==> config.mk <==
export PLATFORM = sky130hd
export DESIGN_NAME = console_terminal_registers_flat
export DESIGN_NICKNAME = d
export VERILOG_FILES = /design/src/hdl/ctr_pkg.sv /design/src/hdl/ctr_cmd_if.sv /design/src/hdl/ctr_rsp_if.sv /design/src/hdl/ctr_regs.sv /design/src/hdl/console_terminal_registers.sv /design/src/flat_wrapper.sv
export SDC_FILE = /design/constraint.sdc
export NUM_CORES = 1
export LEC_CHECK = 0
export ABC_CLOCK_PERIOD_IN_PS = 4650
export BUFFER_PORTS_ARGS = -buffer_cell sky130_fd_sc_hd__buf_2
export CELL_PAD_IN_SITES_DETAIL_PLACEMENT = 0
export CELL_PAD_IN_SITES_GLOBAL_PLACEMENT = 1
export CORE_MARGIN = 2
export CORE_UTILIZATION = 48
export CTS_BUF_LIST = sky130_fd_sc_hd__clkbuf_4 sky130_fd_sc_hd__clkbuf_8
export DETAILED_ROUTE_END_ITERATION = 10
export GPL_TIMING_DRIVEN = 0
export PLACE_DENSITY = 0.93
export SYNTH_ARGS = -nofsm -noshare
export SYNTH_HDL_FRONTEND = slang
export SYNTH_SLANG_ARGS = --single-unit
==> constraint.sdc <==
create_clock -name clk -period 4.65 [get_ports clk]
set_input_delay 0.6975 -clock clk [delete_from_list [all_inputs] [get_ports clk]]
set_output_delay 0.6975 -clock clk [all_outputs]
set_load 0.02 [all_outputs]
==> src/hdl/ctr_pkg.sv <==
// Shared types and constants for the console terminal registers.
package ctr_pkg;

	typedef enum logic [1:0] {
		OP_READ  = 2'd0,
		OP_WRITE = 2'd1,
		OP_RX    = 2'd2,
		OP_TICK  = 2'd3
	} op_t;

	localparam logic [17:0] ADDR_RXS = 18'o777560;
	localparam logic [17:0] ADDR_RXB = 18'o777562;
	localparam logic [17:0] ADDR_TXS = 18'o777564;
	localparam logic [17:0] ADDR_TXB = 18'o777566;

	localparam int BIT_DONE = 7;
	localparam int BIT_IE   = 6;

	localparam int          DELAY_W   = 6;
	localparam logic [5:0]  DELAY_MAX = 6'd63;

	localparam logic [7:0] RX_XLAT_A_IN  = 8'd42;
	localparam logic [7:0] RX_XLAT_A_OUT = 8'd4;
	localparam logic [7:0] RX_XLAT_B_IN  = 8'd19;
	localparam logic [7:0] RX_XLAT_B_OUT = 8'o034;

	typedef struct packed {
		op_t         op;
		logic [17:0] bus_address;
		logic [15:0] write_data;
		logic [7:0]  rx_byte;
	} item_t;

	typedef struct packed {
		logic [15:0] read_data;
		logic        tx_valid;
		logic [6:0]  tx_char;
		logic        rx_interrupt;
		logic        tx_interrupt;
		logic        bus_error;
	} result_t;

endpackage

==> src/hdl/ctr_cmd_if.sv <==
// Input channel: bus read, bus write, received byte or poll tick.
interface ctr_cmd_if;
	logic        valid;
	logic        ready;
	logic [1:0]  op;
	logic [17:0] bus_address;
	logic [15:0] write_data;
	logic [7:0]  rx_byte;

	modport source (output valid, op, bus_address, write_data, rx_byte, input ready);
	modport sink (input valid, op, bus_address, write_data, rx_byte, output ready);
endinterface

==> src/hdl/ctr_rsp_if.sv <==
// Result channel: read data, transmitted character, interrupts and bus error.
interface ctr_rsp_if;
	logic        valid;
	logic        ready;
	logic [15:0] read_data;
	logic        tx_valid;
	logic [6:0]  tx_char;
	logic        rx_interrupt;
	logic        tx_interrupt;
	logic        bus_error;

	modport source (output valid, read_data, tx_valid, tx_char, rx_interrupt, tx_interrupt,
		bus_error, input ready);
	modport sink (input valid, read_data, tx_valid, tx_char, rx_interrupt, tx_interrupt,
		bus_error, output ready);
endinterface

==> src/hdl/ctr_regs.sv <==
// Device registers: address decode, receive translation and transmit delay.
module ctr_regs #(
	parameter int TX_DELAY_TICKS = 32
) (
	input  logic             clk,
	input  logic             arst_n,
	input  logic             step,
	input  ctr_pkg::item_t   item,
	output ctr_pkg::result_t res
);

	localparam logic [ctr_pkg::DELAY_W-1:0] DELAY_LIMIT = ctr_pkg::DELAY_W'(TX_DELAY_TICKS);

	logic                        rx_done_q, rx_ie_q, tx_done_q, tx_ie_q;
	logic [7:0]                  rx_buffer_q;
	logic [6:0]                  tx_buffer_q;
	logic [ctr_pkg::DELAY_W-1:0] delay_q;

	logic                        rx_done_d, rx_ie_d, tx_done_d, tx_ie_d;
	logic [7:0]                  rx_buffer_d;
	logic [6:0]                  tx_buffer_d;
	logic [ctr_pkg::DELAY_W-1:0] delay_d;
	logic [15:0]                 rx_status, tx_status;

	always_comb begin
		rx_status = '0;
		rx_status[ctr_pkg::BIT_DONE] = rx_done_q;
		rx_status[ctr_pkg::BIT_IE]   = rx_ie_q;
		tx_status = '0;
		tx_status[ctr_pkg::BIT_DONE] = tx_done_q;
		tx_status[ctr_pkg::BIT_IE]   = tx_ie_q;
	end

	always_comb begin
		res         = '0;
		rx_done_d   = rx_done_q;
		rx_ie_d     = rx_ie_q;
		tx_done_d   = tx_done_q;
		tx_ie_d     = tx_ie_q;
		rx_buffer_d = rx_buffer_q;
		tx_buffer_d = tx_buffer_q;
		delay_d     = delay_q;
		case (item.op)
			ctr_pkg::OP_READ: begin
				case (item.bus_address)
					ctr_pkg::ADDR_RXS: res.read_data = rx_status;
					ctr_pkg::ADDR_RXB: begin
						if (rx_done_q) begin
							rx_done_d      = 1'b0;
							res.read_data  = {8'd0, rx_buffer_q};
						end
					end
					ctr_pkg::ADDR_TXS: res.read_data = tx_status;
					ctr_pkg::ADDR_TXB: res.read_data = '0;
					default: res.bus_error = 1'b1;
				endcase
			end
			ctr_pkg::OP_WRITE: begin
				case (item.bus_address)
					ctr_pkg::ADDR_RXS: rx_ie_d = item.write_data[ctr_pkg::BIT_IE];
					ctr_pkg::ADDR_TXS: tx_ie_d = item.write_data[ctr_pkg::BIT_IE];
					ctr_pkg::ADDR_TXB: begin
						tx_buffer_d = item.write_data[6:0];
						tx_done_d   = 1'b0;
						delay_d     = '0;
					end
					default: res.bus_error = 1'b1;
				endcase
			end
			ctr_pkg::OP_RX: begin
				if (item.rx_byte == ctr_pkg::RX_XLAT_A_IN) begin
					rx_buffer_d = ctr_pkg::RX_XLAT_A_OUT;
				end else if (item.rx_byte == ctr_pkg::RX_XLAT_B_IN) begin
					rx_buffer_d = ctr_pkg::RX_XLAT_B_OUT;
				end else begin
					rx_buffer_d = item.rx_byte;
				end
				rx_done_d        = 1'b1;
				res.rx_interrupt = rx_ie_q;
			end
			ctr_pkg::OP_TICK: begin
				if (!tx_done_q) begin
					if (delay_q != ctr_pkg::DELAY_MAX) begin
						delay_d = delay_q + 1'b1;
					end
					if (delay_d > DELAY_LIMIT) begin
						res.tx_valid     = 1'b1;
						res.tx_char      = tx_buffer_q;
						tx_done_d        = 1'b1;
						res.tx_interrupt = tx_ie_q;
					end
				end
			end
			default: res = '0;
		endcase
	end

	always_ff @(posedge clk or negedge arst_n) begin
		if (!arst_n) begin
			rx_done_q   <= 1'b0;
			rx_ie_q     <= 1'b0;
			tx_done_q   <= 1'b1;
			tx_ie_q     <= 1'b0;
			rx_buffer_q <= '0;
			tx_buffer_q <= '0;
			delay_q     <= '0;
		end else if (step) begin
			rx_done_q   <= rx_done_d;
			rx_ie_q     <= rx_ie_d;
			tx_done_q   <= tx_done_d;
			tx_ie_q     <= tx_ie_d;
			rx_buffer_q <= rx_buffer_d;
			tx_buffer_q <= tx_buffer_d;
			delay_q     <= delay_d;
		end
	end

	a_tx_sets_ready: assert property (@(posedge clk) disable iff (!arst_n)
		step && res.tx_valid |=> tx_done_q)
		else $error("transmit did not set ready");

	a_rx_sets_done: assert property (@(posedge clk) disable iff (!arst_n)
		step && item.op == ctr_pkg::OP_RX |=> rx_done_q)
		else $error("received byte did not set done");

	a_berr_no_change: assert property (@(posedge clk) disable iff (!arst_n)
		step && res.bus_error |=> $stable(rx_done_q) && $stable(rx_ie_q) && $stable(tx_done_q)
			&& $stable(tx_ie_q) && $stable(tx_buffer_q) && $stable(delay_q))
		else $error("bus error transaction changed state");

	a_tx_needs_delay: assert property (@(posedge clk) disable iff (!arst_n)
		step && res.tx_valid |-> !tx_done_q && delay_d > DELAY_LIMIT)
		else $error("transmit before delay elapsed");

endmodule

==> src/hdl/console_terminal_registers.sv <==
// Console terminal registers: input register, register update and result register.
// The input register holds the accepted transaction; the result register then loads the update's result.
// Throughput: one transaction per cycle while the result is not stalled; the register update is a single pass.
// A stalled result is held; the input register then accepts a new transaction only while it is empty.
// arst_n clears valid flags and device state: receiver status 0, transmitter status 0x80 (ready), count 0.
module console_terminal_registers #(
	parameter int TX_DELAY_TICKS = 32
) (
	input logic       clk,
	input logic       arst_n,
	ctr_cmd_if.sink   cmd,
	ctr_rsp_if.source rsp
);

	ctr_pkg::item_t   item_s1;
	logic             valid_s1;
	ctr_pkg::result_t result_s2;
	logic             valid_s2;
	ctr_pkg::result_t res;
	logic             advance;

	assign advance   = valid_s1 && (!valid_s2 || rsp.ready);
	assign cmd.ready = !valid_s1 || !valid_s2 || rsp.ready;

	always_ff @(posedge clk or negedge arst_n) begin
		if (!arst_n) begin
			valid_s1 <= 1'b0;
			valid_s2 <= 1'b0;
		end else begin
			if (cmd.ready) begin
				valid_s1 <= cmd.valid;
			end
			if (!valid_s2 || rsp.ready) begin
				valid_s2 <= valid_s1;
			end
		end
	end

	always_ff @(posedge clk) begin
		if (cmd.valid && cmd.ready) begin
			item_s1.op          <= ctr_pkg::op_t'(cmd.op);
			item_s1.bus_address <= cmd.bus_address;
			item_s1.write_data  <= cmd.write_data;
			item_s1.rx_byte     <= cmd.rx_byte;
		end
		if (advance) begin
			result_s2 <= res;
		end
	end

	ctr_regs #(
		.TX_DELAY_TICKS(TX_DELAY_TICKS)
	) u_regs (
		.clk   (clk),
		.arst_n(arst_n),
		.step  (advance),
		.item  (item_s1),
		.res   (res)
	);

	assign rsp.valid        = valid_s2;
	assign rsp.read_data    = result_s2.read_data;
	assign rsp.tx_valid     = result_s2.tx_valid;
	assign rsp.tx_char      = result_s2.tx_char;
	assign rsp.rx_interrupt = result_s2.rx_interrupt;
	assign rsp.tx_interrupt = result_s2.tx_interrupt;
	assign rsp.bus_error    = result_s2.bus_error;

	a_stall_holds_s1: assert property (@(posedge clk) disable iff (!arst_n)
		valid_s1 && !advance |=> valid_s1 && $stable(item_s1))
		else $error("input stage lost a stalled transaction");

	a_no_overrun: assert property (@(posedge clk) disable iff (!arst_n)
		valid_s2 && !rsp.ready |=> valid_s2 && $stable(result_s2))
		else $error("result overwritten while stalled");

	a_advance_fills: assert property (@(posedge clk) disable iff (!arst_n)
		advance |=> valid_s2)
		else $error("advanced transaction not presented");

endmodule

==> src/flat_wrapper.sv <==
// flat-port wrapper written by rule: the top's interface ports become plain ports
module console_terminal_registers_flat 
#(
	parameter int TX_DELAY_TICKS = 32
)
  (clk, arst_n, cmd_valid, cmd_op, cmd_bus_address, cmd_write_data, cmd_rx_byte, cmd_ready, rsp_valid, rsp_read_data, rsp_tx_valid, rsp_tx_char, rsp_rx_interrupt, rsp_tx_interrupt, rsp_bus_error, rsp_ready);
  ctr_cmd_if cmd_i ();
  ctr_rsp_if rsp_i ();
  input logic clk;
  input logic arst_n;
  input wire logic [$bits(cmd_i.valid)-1:0] cmd_valid;
  input wire logic [$bits(cmd_i.op)-1:0] cmd_op;
  input wire logic [$bits(cmd_i.bus_address)-1:0] cmd_bus_address;
  input wire logic [$bits(cmd_i.write_data)-1:0] cmd_write_data;
  input wire logic [$bits(cmd_i.rx_byte)-1:0] cmd_rx_byte;
  output wire logic [$bits(cmd_i.ready)-1:0] cmd_ready;
  output wire logic [$bits(rsp_i.valid)-1:0] rsp_valid;
  output wire logic [$bits(rsp_i.read_data)-1:0] rsp_read_data;
  output wire logic [$bits(rsp_i.tx_valid)-1:0] rsp_tx_valid;
  output wire logic [$bits(rsp_i.tx_char)-1:0] rsp_tx_char;
  output wire logic [$bits(rsp_i.rx_interrupt)-1:0] rsp_rx_interrupt;
  output wire logic [$bits(rsp_i.tx_interrupt)-1:0] rsp_tx_interrupt;
  output wire logic [$bits(rsp_i.bus_error)-1:0] rsp_bus_error;
  input wire logic [$bits(rsp_i.ready)-1:0] rsp_ready;
  assign cmd_i.valid = cmd_valid;
  assign cmd_i.op = cmd_op;
  assign cmd_i.bus_address = cmd_bus_address;
  assign cmd_i.write_data = cmd_write_data;
  assign cmd_i.rx_byte = cmd_rx_byte;
  assign cmd_ready = cmd_i.ready;
  assign rsp_valid = rsp_i.valid;
  assign rsp_read_data = rsp_i.read_data;
  assign rsp_tx_valid = rsp_i.tx_valid;
  assign rsp_tx_char = rsp_i.tx_char;
  assign rsp_rx_interrupt = rsp_i.rx_interrupt;
  assign rsp_tx_interrupt = rsp_i.tx_interrupt;
  assign rsp_bus_error = rsp_i.bus_error;
  assign rsp_i.ready = rsp_ready;
  console_terminal_registers #(.TX_DELAY_TICKS(TX_DELAY_TICKS)) u_core (.clk(clk), .arst_n(arst_n), .cmd(cmd_i), .rsp(rsp_i));
endmodule
* Word-level counts from Yosys, hierarchy flattened *
Cells that the tools add are included.

word-level totals
  flip-flop bits (word level) = 89
  input bits = 48
  output and inout bits = 29
  word-level logic and storage cells = 77

cells by class
  $add $sub $neg = 1
  $lt $le $gt $ge = 1
  equality and inequality tests = 13
  muxes and demuxes = 20
  bitwise logic cells = 2
  reductions and logical operators = 21

operator list
  kind                    number
  $eq A18 B18 Y1 const B  4
  $mux W8                 4
  $mux W6                 5
  $pmux W8 S3             1
  $reduce_and A3 Y1       5
  $pmux W6 S2             1
  $eq A8 B5 Y1 const B    1
  $eq A8 B6 Y1 const B    1
  $add A6 B1 Y6 const B   1
  $gt A6 B6 Y1 const B    1
  $mux W1                 6
  $ne A6 B6 Y1 const B    1
  $pmux W1 S2             3
  $reduce_or A3 Y1        2
  $eq A2 B2 Y1 const B    2
  $ne A2 B2 Y1 const B    2
  $reduce_and A4 Y1       1
  $reduce_bool A2 Y1      2
  $reduce_or A4 Y1        1
  $logic_or A1 B1 Y1      3
  $eq A2 B1 Y1 const B    1
  $logic_and A1 B1 Y1     2
  $logic_not A1 Y1        2
  $logic_not A2 Y1        1
  other kinds (4)         5

* Longest topological paths before layout *
Gate-level depths: netlist of the first run.

  depth in word-level cells = 8
  depth in mapped cells = 6

* By module *
From an unflattened synthesis of the first run, not the netlist that was laid out.

second synthesis, totals
  cell total of the unflattened synthesis = 259
  area total of the unflattened synthesis = 3,873.7 um2

by module, submodules not included
  module                      times used  cells an instance  area each (um2)
  console_terminal_registers  1           79                 2,235.9
  ctr_regs                    1           180                1,637.8

* Worst setup path after synthesis of the first run *
No wires, ideal clock.

  path kind = input-to-reg
  from = input port rsp_ready
  to = register u_core.u_regs.rx_buffer_q[4]
  arrival = 2.129 ns
  slack = 2.396 ns
  stages = 5
  buffers on the path = 1
  cell sequence = nand2b_1 > and2_1 > nand3b_1 > clkbuf_1 > mux2_2

on the way
  cells in the longest elaborated chain, start to end = 3

RTL lines
  element                             line                              RTL
  start: declaration                  flat_wrapper.sv:24                input wire logic [$bits(rsp_i.ready)-1:0] rsp_ready;
  $logic_or A1 B1 Y1                  console_terminal_registers.sv:22  assign advance = valid_s1 && (!valid_s2 || rsp.ready);
  $logic_and A1 B1 Y1                 console_terminal_registers.sv:22
  net u_core.advance                  console_terminal_registers.sv:20  logic advance;
  $reduce_and A2 Y1 (no source line)  --
  end signal: assignment              ctr_regs.sv:112                   rx_buffer_q <= rx_buffer_d;
  end: declaration                    ctr_regs.sv:15                    logic [7:0] rx_buffer_q;

The timed path passes the listed nets, and every way through them passes these cells.
A chain may end at the register's enable or synchronous reset.

* Final worst setup path of the first run *
  from = input port rsp_ready
  to = register u_core.u_regs.rx_buffer_q[7]

The elaborated chain is that of the path after synthesis.

==> reports/metrics.json, run 1 <==
{
  "fmax": {"value": 0.4259, "unit": "GHz"},
  "cell_area_after_synthesis": {"value": 0.003286, "unit": "sq mm"},
  "yosysTopAreaCell": {"value": "sky130_fd_sc_hd__edfxtp_1"},
  "worst-setup-path-type": {"value": "in2reg"},
  "htree_num_levels": {"value": 3},
  "ctsHoldBuffers": {"value": 0},
  "drt_first_iter_violations": {"value": 128},
  "row_count": {"value": 30},
  "power.sequential.fraction": {"value": 0.548},
  "worstPathBufferInverterCount": {"value": 2},
  "critical_path.endpoint_type": {"value": "flip-flop"},
  "place_worst_setup_slack": {"value": 1.922, "unit": "ns"},
  "dieArea": {"value": 0.007523, "unit": "sq mm"},
  "ys_ff_latch": {"value": 81},
  "final_hold_viol_count": {"value": 0},
  "cts_setup_buffers": {"value": 0},
  "met3_capacity_usage_during_global_routing": {"value": 0.04667},
  "dpl.cell_count": {"value": 372},
  "internal_power": {"value": 1.218, "unit": "mW"},
  "layout-drive-gt1-share": {"value": 0.3442},
  "initial_core_util": {"value": 0.4890},
  "power.total": {"value": 1.582, "unit": "mW"},
  "num_io_pins": {"value": 77},
  "critical_path_arrival": {"value": 2.57, "unit": "ns"},
  "floorplan.core_area": {"value": 0.006719, "unit": "sq mm"},
  "cellPowerDensity": {"value": 402.1, "unit": "mW/mm^2"},
  "cp-start-kind": {"value": "primary input"},
  "cpPeakStageDelay": {"value": 0.76, "unit": "ns"},
  "nets": {"value": 352},
  "post_cts.resized_instances": {"value": 0},
  "number_of_flops_mapped_to_enable_cells_by_yosys": {"value": 54},
  "slew_viol_final": {"value": 0},
  "power_leakage": {"value": 1.653, "unit": "nW"},
  "synth.lib_cells_used.distinct": {"value": 48},
  "synth_area_per_cell": {"value": 14.54, "unit": "sq um"},
  "globalplace.congestion": {"value": 0.7692},
  "clockBufferDepth": {"value": 2},
  "gr-total-overflow": {"value": 0},
  "cap_viol_max_count": {"value": 0},
  "die_height": {"value": 86.74, "unit": "microns"},
  "net-switching-power": {"value": 0.3638, "unit": "mW"},
  "drtAntennaViolNets": {"value": 0},
  "via_count_of_the_first_global_routing_pass": {"value": 1829},
  "netlist_instances": {"value": 226},
  "status": {"value": "complete, no violations"},
  "clock_skew": {"value": 0.009500, "unit": "ns"},
  "cp_top_family": {"value": "simple AND/OR/NAND/NOR gates"},
  "combinational_share_of_power": {"value": 0.096},
  "drc": {"value": 0},
  "vdd.ir_drop.worst": {"value": 0.3114, "unit": "mV"},
  "syn_to_final_growth": {"value": 19.73, "unit": "%"},
  "setup_repair_after_global_routing_missed_its_margin": {"value": "no"},
  "worstHoldPathType": {"value": "in2async"},
  "post_synth_main_area_contributors": {"value": "sky130_fd_sc_hd__edfxtp_1 49%, sky130_fd_sc_hd__dfrtp_1 20%, sky130_fd_sc_hd__mux2_2 4.5%"},
  "drt_first_pass_iters": {"value": 4},
  "relative_slew_slack": {"value": 0.3871},
  "routed_wl": {"value": 5062, "unit": "microns"},
  "avgRoutedWirePerCell": {"value": 13.05, "unit": "microns"},
  "die_width": {"value": 86.74, "unit": "microns"},
  "cts.root.buffer_cell": {"value": "sky130_fd_sc_hd__clkbuf_8"},
  "detail_route.vias_per_cell": {"value": 5.077},
  "maximum_fanout_along_the_worst_path": {"value": 21},
  "number_of_warnings_printed_during_yosys_synthesis": {"value": 0},
  "cts_tree": {"value": "yes"},
  "numCtsBuffers": {"value": 9},
  "worst_ep_required_time": {"value": 4.87, "unit": "ns"},
  "post-dp-hpwl": {"value": 3566, "unit": "microns"},
  "async_reset_ff_frac": {"value": 0.3333},
  "finalWorstPathRequiredPeriod": {"value": 2.348, "unit": "ns"},
  "grt_most_used_layer": {"value": "met2"},
  "seq_area_frac_synth": {"value": 0.6995},
  "placement.io_buffers": {"value": 59},
  "post-synth-top-area-fraction": {"value": 0.4935},
  "slowest_stage": {"value": "sky130_fd_sc_hd__and2_1"},
  "aggregate_global_route_resource_usage": {"value": 0.1507},
  "finalWorstSetupSlack": {"value": 2.302, "unit": "ns"},
  "clkLatencyLatePin": {"value": 0.34, "unit": "ns"},
  "ys.flop_type": {"value": "sky130_fd_sc_hd__edfxtp_1"},
  "setup_viol": {"value": 0},
  "global_route.usage.met2": {"value": 0.2406},
  "final.setup.tns": {"value": 0, "unit": "ns"},
  "clockPowerShare": {"value": 0.356},
  "count_of_clock_tree_sinks": {"value": 81},
  "worstMarginPinSlew": {"value": 0.9194, "unit": "ns"},
  "antenna_found_initial": {"value": 0},
  "n_antenna_cell": {"value": 0},
  "final_min_period_over_clock_period": {"value": 0.5049},
  "clock_transition_at_the_registers_of_the_reported_paths": {"value": 0.08, "unit": "ns"},
  "use_met1": {"value": 0.1954},
  "switching_share": {"value": 0.2299},
  "grt_max_degree": {"value": 36},
  "grt_pass1_wl": {"value": 8576, "unit": "microns"},
  "route.vias.total": {"value": 1970},
  "post_layout_nonfiller_instances": {"value": 388},
  "crit_chain": {"value": "buf_2 -> nand2b_1 -> and2_1 -> nand3b_1 -> clkbuf_1 -> mux2_2"}
}
[sequential cells by signal, indices dropped and copies added, names as in the netlist]
signal                     flops
u_core.item_s1                35
u_core.rsp.read_data           8
u_core.u_regs.rx_buffer_q      8
u_core.rsp.tx_char             7
u_core.u_regs.tx_buffer_q      7
u_core.u_regs.delay_q          6
u_core.rsp.bus_error           1
u_core.rsp.rx_interrupt        1
u_core.rsp.tx_interrupt        1
u_core.rsp.tx_valid            1
u_core.rsp.valid               1
u_core.u_regs.rx_done_q        1
u_core.u_regs.rx_ie_q          1
u_core.u_regs.tx_done_q        1
u_core.u_regs.tx_ie_q          1
u_core.valid_s1                1
[per-layer routing]
| metal | wire length [microns] | up-vias |
|---|---|---|
| li1 | - | 984 |
| met1 | 2240 | 914 |
| met2 | 2477 | 65 |
| met3 | 264 | 7 |
| met4 | 80 | 0 |
| met5 | 0 | - |
[final timing paths]
| path | from | end | slack, ns | cells past startpoint |
|---|---|---|---|---|
| min in group clk | u_core.u_regs.rx_buffer_q[5]$_DFFE_PN0P_ | u_core.u_regs.rx_buffer_q[5]$_DFFE_PN0P_ | 0.48 | 2 |
| worst max register to register | u_core.rsp.valid$_DFFE_PN0N_ | u_core.u_regs.rx_buffer_q[7]$_DFFE_PN0P_ | 2.38 | 5 |
| worst min-delay path | arst_n | u_core.u_regs.tx_buffer_q[5]$_DFFE_PN0P_ | 0.36 | 1 |
| worst min register to register | u_core.u_regs.rx_buffer_q[5]$_DFFE_PN0P_ | u_core.u_regs.rx_buffer_q[5]$_DFFE_PN0P_ | 0.48 | 2 |
| worst max-delay path | rsp_ready | u_core.u_regs.rx_buffer_q[7]$_DFFE_PN0P_ | 2.30 | 6 |
| max in group asynchronous | arst_n | u_core.u_regs.rx_buffer_q[7]$_DFFE_PN0P_ | 3.88 | 1 |
[cells in the mapped netlist (2+ instances only)]
cell type / instances
sky130_fd_sc_hd__nand2_1: 14
sky130_fd_sc_hd__inv_1: 6
sky130_fd_sc_hd__nor3_1: 3
sky130_fd_sc_hd__nor3b_1: 2
sky130_fd_sc_hd__and4b_1: 2
sky130_fd_sc_hd__edfxtp_1: 54
sky130_fd_sc_hd__buf_2: 2
sky130_fd_sc_hd__nand3_1: 5
sky130_fd_sc_hd__buf_4: 8
sky130_fd_sc_hd__mux2_2: 13
sky130_fd_sc_hd__a22o_1: 3
sky130_fd_sc_hd__nand2b_1: 4
sky130_fd_sc_hd__nor2_1: 5
sky130_fd_sc_hd__a31oi_1: 4
sky130_fd_sc_hd__dfrtp_1: 26
sky130_fd_sc_hd__o31ai_1: 4
sky130_fd_sc_hd__clkbuf_1: 4
sky130_fd_sc_hd__nand3b_1: 3
sky130_fd_sc_hd__nand4_1: 4
sky130_fd_sc_hd__nor4_1: 2
sky130_fd_sc_hd__and2_1: 19
sky130_fd_sc_hd__a21oi_1: 9
sky130_fd_sc_hd__o21ai_0: 5
[metrics by stage]
stage	util	area (sq um)	hold slack, ns
after floorplan	-	3312	0.4019
after global placement	0.5518	3707	0.4579
after detailed placement	0.5520	3709	0.4661
after CTS	0.5855	3934	0.3662
after global routing	0.5855	3934	0.3879
final	0.5855	3934	0.3572
[layout make-up]
| cell class | count | area [sq um] |
|---|---|---|
| fill | 551 | 2785 |
| timing repair buffer | 59 | 295.3 |
| multi-input combinational | 132 | 907.1 |
| sequential | 81 | 2298 |
| tap | 80 | 100.1 |
| buffer | 14 | 85.08 |
| clock buffer | 10 | 137.6 |
| inverter | 6 | 22.52 |
| clock inverter | 6 | 87.58 |
[logic make-up after synthesis]
kind of cell | synth area share
XOR/XNOR | 0.002666
adder cells (fa/ha/maj) | 0.003807
flip-flops | 0.6995
AO/OA/AOI/OAI | 0.07274
multiplexers | 0.04455
other | 0.001141
AND/OR/NAND/NOR | 0.1428
buffers and inverters | 0.03275
[power by group through the flow]
| stage | Sequential [mW] | Clock, mW | Combinational (mW) |
|---|---|---|---|
| floorplan | 0.889 | 0 | 0.0901 |
| global placement | 0.880 | 0 | 0.148 |
| detailed placement | 0.883 | 0 | 0.152 |
| CTS | 0.867 | 0.576 | 0.153 |
| global route | 0.873 | 0.612 | 0.169 |
| finish | 0.867 | 0.564 | 0.151 |
[layout by cell type (no fill, tap or decap), types with 2 or more instances in the layout]
master	netlist	routed
sky130_fd_sc_hd__a31oi_1	4	4
sky130_fd_sc_hd__nor3b_1	2	2
sky130_fd_sc_hd__nand3_1	5	5
sky130_fd_sc_hd__conb_1	1	8
sky130_fd_sc_hd__nor3_1	3	3
sky130_fd_sc_hd__clkbuf_8	0	10
sky130_fd_sc_hd__inv_1	6	6
sky130_fd_sc_hd__nand3b_1	3	3
sky130_fd_sc_hd__inv_6	0	2
sky130_fd_sc_hd__a22o_1	3	3
sky130_fd_sc_hd__nand4_1	4	4
sky130_fd_sc_hd__and2_1	19	18
sky130_fd_sc_hd__clkbuf_1	4	4
sky130_fd_sc_hd__clkinv_2	0	2
sky130_fd_sc_hd__nand2_1	14	14
sky130_fd_sc_hd__nand2b_1	4	4
sky130_fd_sc_hd__mux2_2	13	13
sky130_fd_sc_hd__dfrtp_1	26	26
sky130_fd_sc_hd__nor2_1	5	5
sky130_fd_sc_hd__a21oi_1	9	9
sky130_fd_sc_hd__nor4_1	2	2
sky130_fd_sc_hd__buf_2	2	61
sky130_fd_sc_hd__buf_4	8	8
sky130_fd_sc_hd__o31ai_1	4	4
sky130_fd_sc_hd__edfxtp_1	54	54
sky130_fd_sc_hd__and4b_1	2	2
sky130_fd_sc_hd__bufinv_16	0	2
sky130_fd_sc_hd__o21ai_0	5	5
Power figures use the tool's default switching activity.
==> inputs of run 2 (changes only) <==
ABC_CLOCK_PERIOD_IN_PS = 2300   (was 4650)
CORE_UTILIZATION = 45   (was 48)
PLACE_DENSITY = 0.88   (was 0.93)
clock period = 2.3 ns   (was 4.65 ns; I/O delays follow)
==> run 2 against run 1 <==
Critical endpoint is now u_core.rsp.tx_interrupt$_SDFFCE_PP0P_; clock-buffer cell count down 1; register-to-register slack worse by 2.3 ns; utilization is 3.5 points lower; power is 96% higher; highest routed layer unchanged; design area up 0.35%; clock power is 84% higher; worst setup slack worse by 2.2 ns.
==> reports/metrics.json, run 2 (synthesis results as in run 1) <==
{
  "final_min_period_over_clock_period": {"value": 0.9478},
  "num_io_pins": {"value": 77},
  "layout-drive-gt1-share": {"value": 0.3506},
  "status": {"value": "complete, no violations"},
  "top_library_cells_by_usage_in_the_layout_fill_and_taps_aside": {"value": "61 x sky130_fd_sc_hd__buf_2, 54 x sky130_fd_sc_hd__edfxtp_1, 26 x sky130_fd_sc_hd__dfrtp_1, 17 x sky130_fd_sc_hd__and2_1, 14 x sky130_fd_sc_hd__nand2_1"},
  "drt_first_iter_violations": {"value": 75},
  "dpl-instance-area": {"value": 0.003732, "unit": "sq mm"},
  "finalHoldWorstSlack": {"value": 0.005804, "unit": "ns"},
  "final.setup.tns": {"value": 0, "unit": "ns"},
  "antenna_found_initial": {"value": 0},
  "r2r_setup_slack": {"value": 0.12, "unit": "ns"},
  "worst_ep_required_time": {"value": 2.41, "unit": "ns"},
  "net-switching-power": {"value": 0.7757, "unit": "mW"},
  "htree_num_levels": {"value": 3},
  "ff2ff_path_depth": {"value": 6},
  "die_height": {"value": 89.45, "unit": "microns"},
  "power_leakage": {"value": 1.634, "unit": "nW"},
  "via_count_of_the_first_global_routing_pass": {"value": 1782},
  "power.sequential.fraction": {"value": 0.564},
  "nets": {"value": 352},
  "combinational_share_of_power": {"value": 0.101},
  "grt_max_degree": {"value": 36},
  "dieArea": {"value": 0.008001, "unit": "sq mm"},
  "setup_repair_after_global_routing_missed_its_margin": {"value": "no"},
  "finalWorstPathRequiredPeriod": {"value": 2.180, "unit": "ns"},
  "worstMarginPinSlew": {"value": 0.7876, "unit": "ns"},
  "detail_route.vias_per_cell": {"value": 4.902},
  "cts.root.buffer_cell": {"value": "sky130_fd_sc_hd__clkbuf_8"},
  "vdd.ir_drop.worst": {"value": 0.4146, "unit": "mV"},
  "cp-start-kind": {"value": "flip-flop"},
  "die_width": {"value": 89.45, "unit": "microns"},
  "internal_power": {"value": 2.330, "unit": "mW"},
  "dpl.cell_count": {"value": 391},
  "power.total": {"value": 3.106, "unit": "mW"},
  "final_common_cell": {"value": "sky130_fd_sc_hd__buf_2"},
  "clkLatencyLatePin": {"value": 0.35, "unit": "ns"},
  "cts_setup_buffers": {"value": 0},
  "worstHoldPathType": {"value": "in2async"},
  "syn_to_final_growth": {"value": 20.14, "unit": "%"},
  "largest_reg_flops": {"value": 35},
  "critical_path.endpoint_type": {"value": "flip-flop"},
  "row_count": {"value": 31},
  "worst-setup-path-type": {"value": "reg2reg"},
  "cellPowerDensity": {"value": 786.7, "unit": "mW/mm^2"},
  "floorplan.core_area": {"value": 0.007176, "unit": "sq mm"},
  "numCtsBuffers": {"value": 9},
  "slew_viol_final": {"value": 0},
  "count_of_clock_tree_sinks": {"value": 81},
  "post_layout_nonfiller_instances": {"value": 407},
  "switching_share": {"value": 0.2498},
  "relative_slew_slack": {"value": 0.4749},
  "setup_viol": {"value": 0},
  "route.vias.total": {"value": 1995},
  "finalInstanceArea": {"value": 0.003948, "unit": "sq mm"},
  "placement.io_buffers": {"value": 59},
  "cts_tree": {"value": "yes"},
  "regMostFlops": {"value": "u_core.item_s1"},
  "grt_pass1_wl": {"value": 8231, "unit": "microns"},
  "cap_viol_max_count": {"value": 0},
  "drc": {"value": 0},
  "fmax": {"value": 0.4587, "unit": "GHz"},
  "critical_path_arrival": {"value": 2.29, "unit": "ns"},
  "final_hold_viol_count": {"value": 0},
  "routed_wl": {"value": 5257, "unit": "microns"},
  "drtAntennaViolNets": {"value": 0},
  "avgRoutedWirePerCell": {"value": 12.92, "unit": "microns"},
  "initial_core_util": {"value": 0.4579},
  "clockBufferDepth": {"value": 2},
  "clock_skew": {"value": 0.009300, "unit": "ns"},
  "globalplace.congestion": {"value": 0.7698},
  "aggregate_global_route_resource_usage": {"value": 0.1399},
  "maximum_fanout_along_the_worst_path": {"value": 9},
  "post-dp-hpwl": {"value": 3605, "unit": "microns"},
  "clockPowerShare": {"value": 0.335},
  "drt_first_pass_iters": {"value": 6},
  "critical_path.reg2reg.endpoint": {"value": "u_core.rsp.tx_interrupt$_SDFFCE_PP0P_"},
  "gr-total-overflow": {"value": 0},
  "ctsHoldBuffers": {"value": 0},
  "n_antenna_cell": {"value": 0},
  "clock_transition_at_the_registers_of_the_reported_paths": {"value": 0.09, "unit": "ns"},
  "critical_path.reg2reg.startpoint": {"value": "u_core.u_regs.delay_q[0]$_DFFE_PN0P_"}
}
-- run 2: cell count changes in the layout (fill, tap and decap cells not counted), sizes merged --
cell / change
clkinvlp: +2
clkbuf: -1
bufinv: -1
-- run 2: power groups by stage --
stage                     logic, mW  registers, mW  clock network [mW]
after detailed placement      0.309           1.78                   0
after floorplan               0.182           1.80                   0
after global placement        0.301           1.78                   0
after global routing          0.354           1.77                1.13
after CTS                     0.310           1.75                1.07
final                         0.313           1.75                1.04
-- run 2: per-stage QoR --
stage / utilization / worst slack [ns]
floorplan: - / 0.2721
global placement: 0.5200 / -0.06799
detailed placement: 0.5201 / -0.1193
CTS: 0.5486 / 0.06974
global route: 0.5501 / 0.04880
finish: 0.5501 / 0.1200
-- run 2: worst max path at each step --
stage	from	to	slack, ns	depth (start not counted)
after CTS	u_core.u_regs.delay_q[0]$_DFFE_PN0P_	u_core.rsp.tx_char[1]$_SDFFCE_PP0P_	0.07	6
after global placement	rsp_ready	u_core.u_regs.rx_buffer_q[4]$_DFFE_PN0P_	-0.07	6
after detailed placement	rsp_ready	u_core.u_regs.rx_buffer_q[4]$_DFFE_PN0P_	-0.12	6
final	u_core.u_regs.delay_q[0]$_DFFE_PN0P_	u_core.rsp.tx_interrupt$_SDFFCE_PP0P_	0.12	6
after global routing	u_core.u_regs.delay_q[0]$_DFFE_PN0P_	u_core.rsp.tx_char[0]$_SDFFCE_PP0P_	0.05	6
after floorplan	u_core.rsp.valid$_DFFE_PN0N_	u_core.item_s1[0]$_DFFE_PP_	0.27	2
-- run 2: cell type report --
type / instances / area [sq um]
Fill cell: 601 / 3228
Sequential cell: 81 / 2298
Clock inverter: 7 / 78.83
Buffer: 14 / 85.08
Multi-Input combinational cell: 132 / 919.6
Clock buffer: 9 / 123.9
Inverter: 6 / 22.52
Timing Repair Buffer: 59 / 295.3
Tap cell: 99 / 123.9
-- run 2: timing repair --
action,in CTS,in global routing
gates cloned,0,0
hold endpoints to repair,0,0
resized for setup,1,1
endpoints found under the setup margin,6,8
-- run 2: per-layer routing --
| layer | vias up | part of all wire | track usage |
|---|---|---|---|
| met5 | - | 0 | 0 |
| li1 | 992 | - | - |
| met2 | 74 | 0.47 | 0.2155 |
| met1 | 917 | 0.44 | 0.1790 |
| met4 | 0 | 0.018 | 0.05970 |
| met3 | 12 | 0.066 | 0.05171 |
-- run 2: critical path, stage by stage (launching register included) --
cell and delay (ns):
sky130_fd_sc_hd__dfrtp_1 0.42, sky130_fd_sc_hd__ha_1 0.29, sky130_fd_sc_hd__nand2_1 0.14, sky130_fd_sc_hd__nor2_1 0.09, sky130_fd_sc_hd__or3b_1 0.42, sky130_fd_sc_hd__o311a_4 0.42
sky130_fd_sc_hd__and2_1 0.17
==> inputs of run 3 (changes only) <==
GPL_TIMING_DRIVEN = unset   (was 0)
==> run 3 against run 2 <==
Register-to-register slack gained 0.08 ns; critical path depth is the same; global-route usage is essentially flat; fmax grew 3.7%; clock power shrank 9.5%; largest power group unchanged; largest cell class unchanged; die area is the same; utilization shrank 1.2 points; power shrank 3.7%; routed wire length shrank 2.5%; sequential cell count is the same.
==> reports/metrics.json, run 3 (synthesis results as in run 1) <==
{
  "via_count_of_the_first_global_routing_pass": {"value": 1688},
  "drt_first_pass_iters": {"value": 4},
  "final_common_cell": {"value": "sky130_fd_sc_hd__buf_2"},
  "slowest_stage": {"value": "sky130_fd_sc_hd__o311a_1"},
  "worst_ep_required_time": {"value": 2.41, "unit": "ns"},
  "worstHoldPathType": {"value": "in2async"},
  "n_antenna_cell": {"value": 0},
  "final.setup.tns": {"value": 0, "unit": "ns"},
  "top_library_cells_by_usage_in_the_layout_fill_and_taps_aside": {"value": "59 x sky130_fd_sc_hd__buf_2, 54 x sky130_fd_sc_hd__edfxtp_1, 26 x sky130_fd_sc_hd__dfrtp_1, 19 x sky130_fd_sc_hd__and2_1, 14 x sky130_fd_sc_hd__nand2_1"},
  "aggregate_global_route_resource_usage": {"value": 0.1399},
  "combinational_share_of_power": {"value": 0.098},
  "slew_viol_final": {"value": 0},
  "cpPeakStageDelay": {"value": 0.45, "unit": "ns"},
  "critical_path.reg2reg.startpoint": {"value": "u_core.u_regs.delay_q[0]$_DFFE_PN0P_"},
  "cts_setup_buffers": {"value": 0},
  "status": {"value": "complete, no violations"},
  "final_hold_viol_count": {"value": 0},
  "clock_transition_at_the_registers_of_the_reported_paths": {"value": 0.08, "unit": "ns"},
  "net-switching-power": {"value": 0.7367, "unit": "mW"},
  "layout.area.seq": {"value": 0.002298, "unit": "sq mm"},
  "critical_path_arrival": {"value": 2.21, "unit": "ns"},
  "layout-drive-gt1-share": {"value": 0.3322},
  "finalWorstPathRequiredPeriod": {"value": 2.103, "unit": "ns"},
  "cellPowerDensity": {"value": 775.3, "unit": "mW/mm^2"},
  "critical_path.endpoint_type": {"value": "flip-flop"},
  "ff2ff_path_depth": {"value": 6},
  "clockPowerShare": {"value": 0.315},
  "die_width": {"value": 89.45, "unit": "microns"},
  "grt_pass1_wl": {"value": 8155, "unit": "microns"},
  "crit_start": {"value": "u_core.u_regs.delay_q[0]$_DFFE_PN0P_"},
  "fmax": {"value": 0.4756, "unit": "GHz"},
  "r2r_setup_slack": {"value": 0.20, "unit": "ns"},
  "count_of_clock_tree_sinks": {"value": 81},
  "clock_skew": {"value": 0.01324, "unit": "ns"},
  "largest_reg_flops": {"value": 35},
  "drt_first_iter_violations": {"value": 89},
  "syn_to_final_growth": {"value": 17.44, "unit": "%"},
  "route.vias.total": {"value": 1917},
  "multiInputGateArea": {"value": 905.9, "unit": "sq um"},
  "routed_wl": {"value": 5127, "unit": "microns"},
  "num_io_pins": {"value": 77},
  "setup_repair_after_global_routing_missed_its_margin": {"value": "no"},
  "gr-total-overflow": {"value": 0},
  "floorplan.core_area": {"value": 0.007176, "unit": "sq mm"},
  "cp-start-kind": {"value": "flip-flop"},
  "vdd.ir_drop.worst": {"value": 0.4359, "unit": "mV"},
  "worst-setup-path-type": {"value": "reg2reg"},
  "antenna_found_initial": {"value": 0},
  "final_min_period_over_clock_period": {"value": 0.9142},
  "worstMarginPinSlew": {"value": 0.6766, "unit": "ns"},
  "relative_slew_slack": {"value": 0.5426},
  "worst_setup_path_endpoint": {"value": "u_core.rsp.tx_char[1]$_SDFFCE_PP0P_"},
  "crit_chain": {"value": "ha_1 -> nand2_1 -> nor2_1 -> or3b_1 -> o311a_1 -> and2_1"},
  "drc": {"value": 0},
  "setup_viol": {"value": 0},
  "regMostFlops": {"value": "u_core.item_s1"},
  "detail_route.vias_per_cell": {"value": 4.829},
  "post_cts.resized_instances": {"value": 0},
  "clockBufferDepth": {"value": 2},
  "switching_share": {"value": 0.2463},
  "power.total": {"value": 2.992, "unit": "mW"},
  "placement.io_buffers": {"value": 59},
  "die_height": {"value": 89.45, "unit": "microns"},
  "power_leakage": {"value": 1.586, "unit": "nW"},
  "maximum_fanout_along_the_worst_path": {"value": 9},
  "numCtsBuffers": {"value": 9},
  "htree_num_levels": {"value": 3},
  "dieArea": {"value": 0.008001, "unit": "sq mm"},
  "grt_max_degree": {"value": 28},
  "internal_power": {"value": 2.255, "unit": "mW"},
  "initial_core_util": {"value": 0.4579},
  "cap_viol_max_count": {"value": 0},
  "power.sequential.fraction": {"value": 0.587},
  "drtAntennaViolNets": {"value": 0},
  "ctsHoldBuffers": {"value": 0},
  "nets": {"value": 342},
  "critical_path.reg2reg.endpoint": {"value": "u_core.rsp.tx_char[1]$_SDFFCE_PP0P_"},
  "avgRoutedWirePerCell": {"value": 12.91, "unit": "microns"},
  "cts_tree": {"value": "yes"},
  "post-dp-hpwl": {"value": 3617, "unit": "microns"},
  "row_count": {"value": 31},
  "globalplace.congestion": {"value": 0.8061},
  "fillers": {"value": 622},
  "clkLatencyLatePin": {"value": 0.34, "unit": "ns"},
  "cts.root.buffer_cell": {"value": "sky130_fd_sc_hd__clkbuf_8"}
}
[run 3: changes by cell type in the layout (fill, tap and decap cells not counted), sizes merged]
cell	change
buf	-6
clkinv	-1
bufinv	-1
clkbuf	-2
[run 3: power by group through the flow]
| stage | Combinational, mW | Clock, mW | Sequential, mW |
|---|---|---|---|
| floorplan | 0.182 | 0 | 1.80 |
| global placement | 0.294 | 0 | 1.78 |
| detailed placement | 0.298 | 0 | 1.79 |
| CTS | 0.299 | 0.969 | 1.76 |
| global route | 0.331 | 1.03 | 1.77 |
| finish | 0.293 | 0.941 | 1.76 |
[run 3: per-stage QoR]
step                      instance area, sq um  instances  hold slack, ns  setup slack (ns)  utilization
after floorplan                           3312        233         0.04941            0.2721            -
after global placement                    3676        381          0.3973            0.2197       0.5123
after detailed placement                  3676        381          0.4014            0.1977       0.5123
after CTS                                 3859        397         0.02308            0.1972       0.5378
after global routing                      3859        397         0.04479           0.07478       0.5378
final                                     3859        397        0.005807            0.1973       0.5378
[run 3: worst min-delay path by stage]
| stage | to | slack (ns) | cells past startpoint |
|---|---|---|---|
| 6_report | u_core.u_regs.tx_buffer_q[1]$_DFFE_PN0P_ | 0.006 | 1 |
| 5_1_grt | u_core.valid_s1$_DFFE_PN0N_ | 0.04 | 1 |
| 4_1_cts | u_core.valid_s1$_DFFE_PN0N_ | 0.02 | 1 |
| 3_5_place_dp | u_core.u_regs.delay_q[3]$_DFFE_PN0P_ | 0.40 | 1 |
| 3_3_place_gp | u_core.u_regs.delay_q[2]$_DFFE_PN0P_ | 0.40 | 1 |
| 2_1_floorplan | u_core.rsp.valid$_DFFE_PN0N_ | 0.05 | 0 |
[run 3: area by class of cell]
cell class | count | share of cell area
timing repair buffer | 63 | 0.08431
sequential | 81 | 0.5957
clock inverter | 5 | 0.009728
clock buffer | 11 | 0.03761
inverter | 6 | 0.005837
tap | 99 | 0.03210
multi-input combinational | 132 | 0.2348
[run 3: worst max-delay path, delay by kind of cell (launching register included)]
kind                     cells  cell delay, ns
AND/OR/NAND/NOR              4            0.79
adder cells (fa/ha/maj)      1            0.22
AO/OA/AOI/OAI                1            0.45
flip-flops                   1            0.42
[run 3: layer usage]
layer | global-route usage | wire [microns] | part of all wire | vias up
li1 | - | - | - | 969
met1 | 0.1926 | 2285 | 0.45 | 879
met2 | 0.2074 | 2468 | 0.48 | 62
met3 | 0.03878 | 323 | 0.063 | 7
met4 | 0.06513 | 50 | 0.0098 | 0
met5 | 0 | 0 | 0 | -
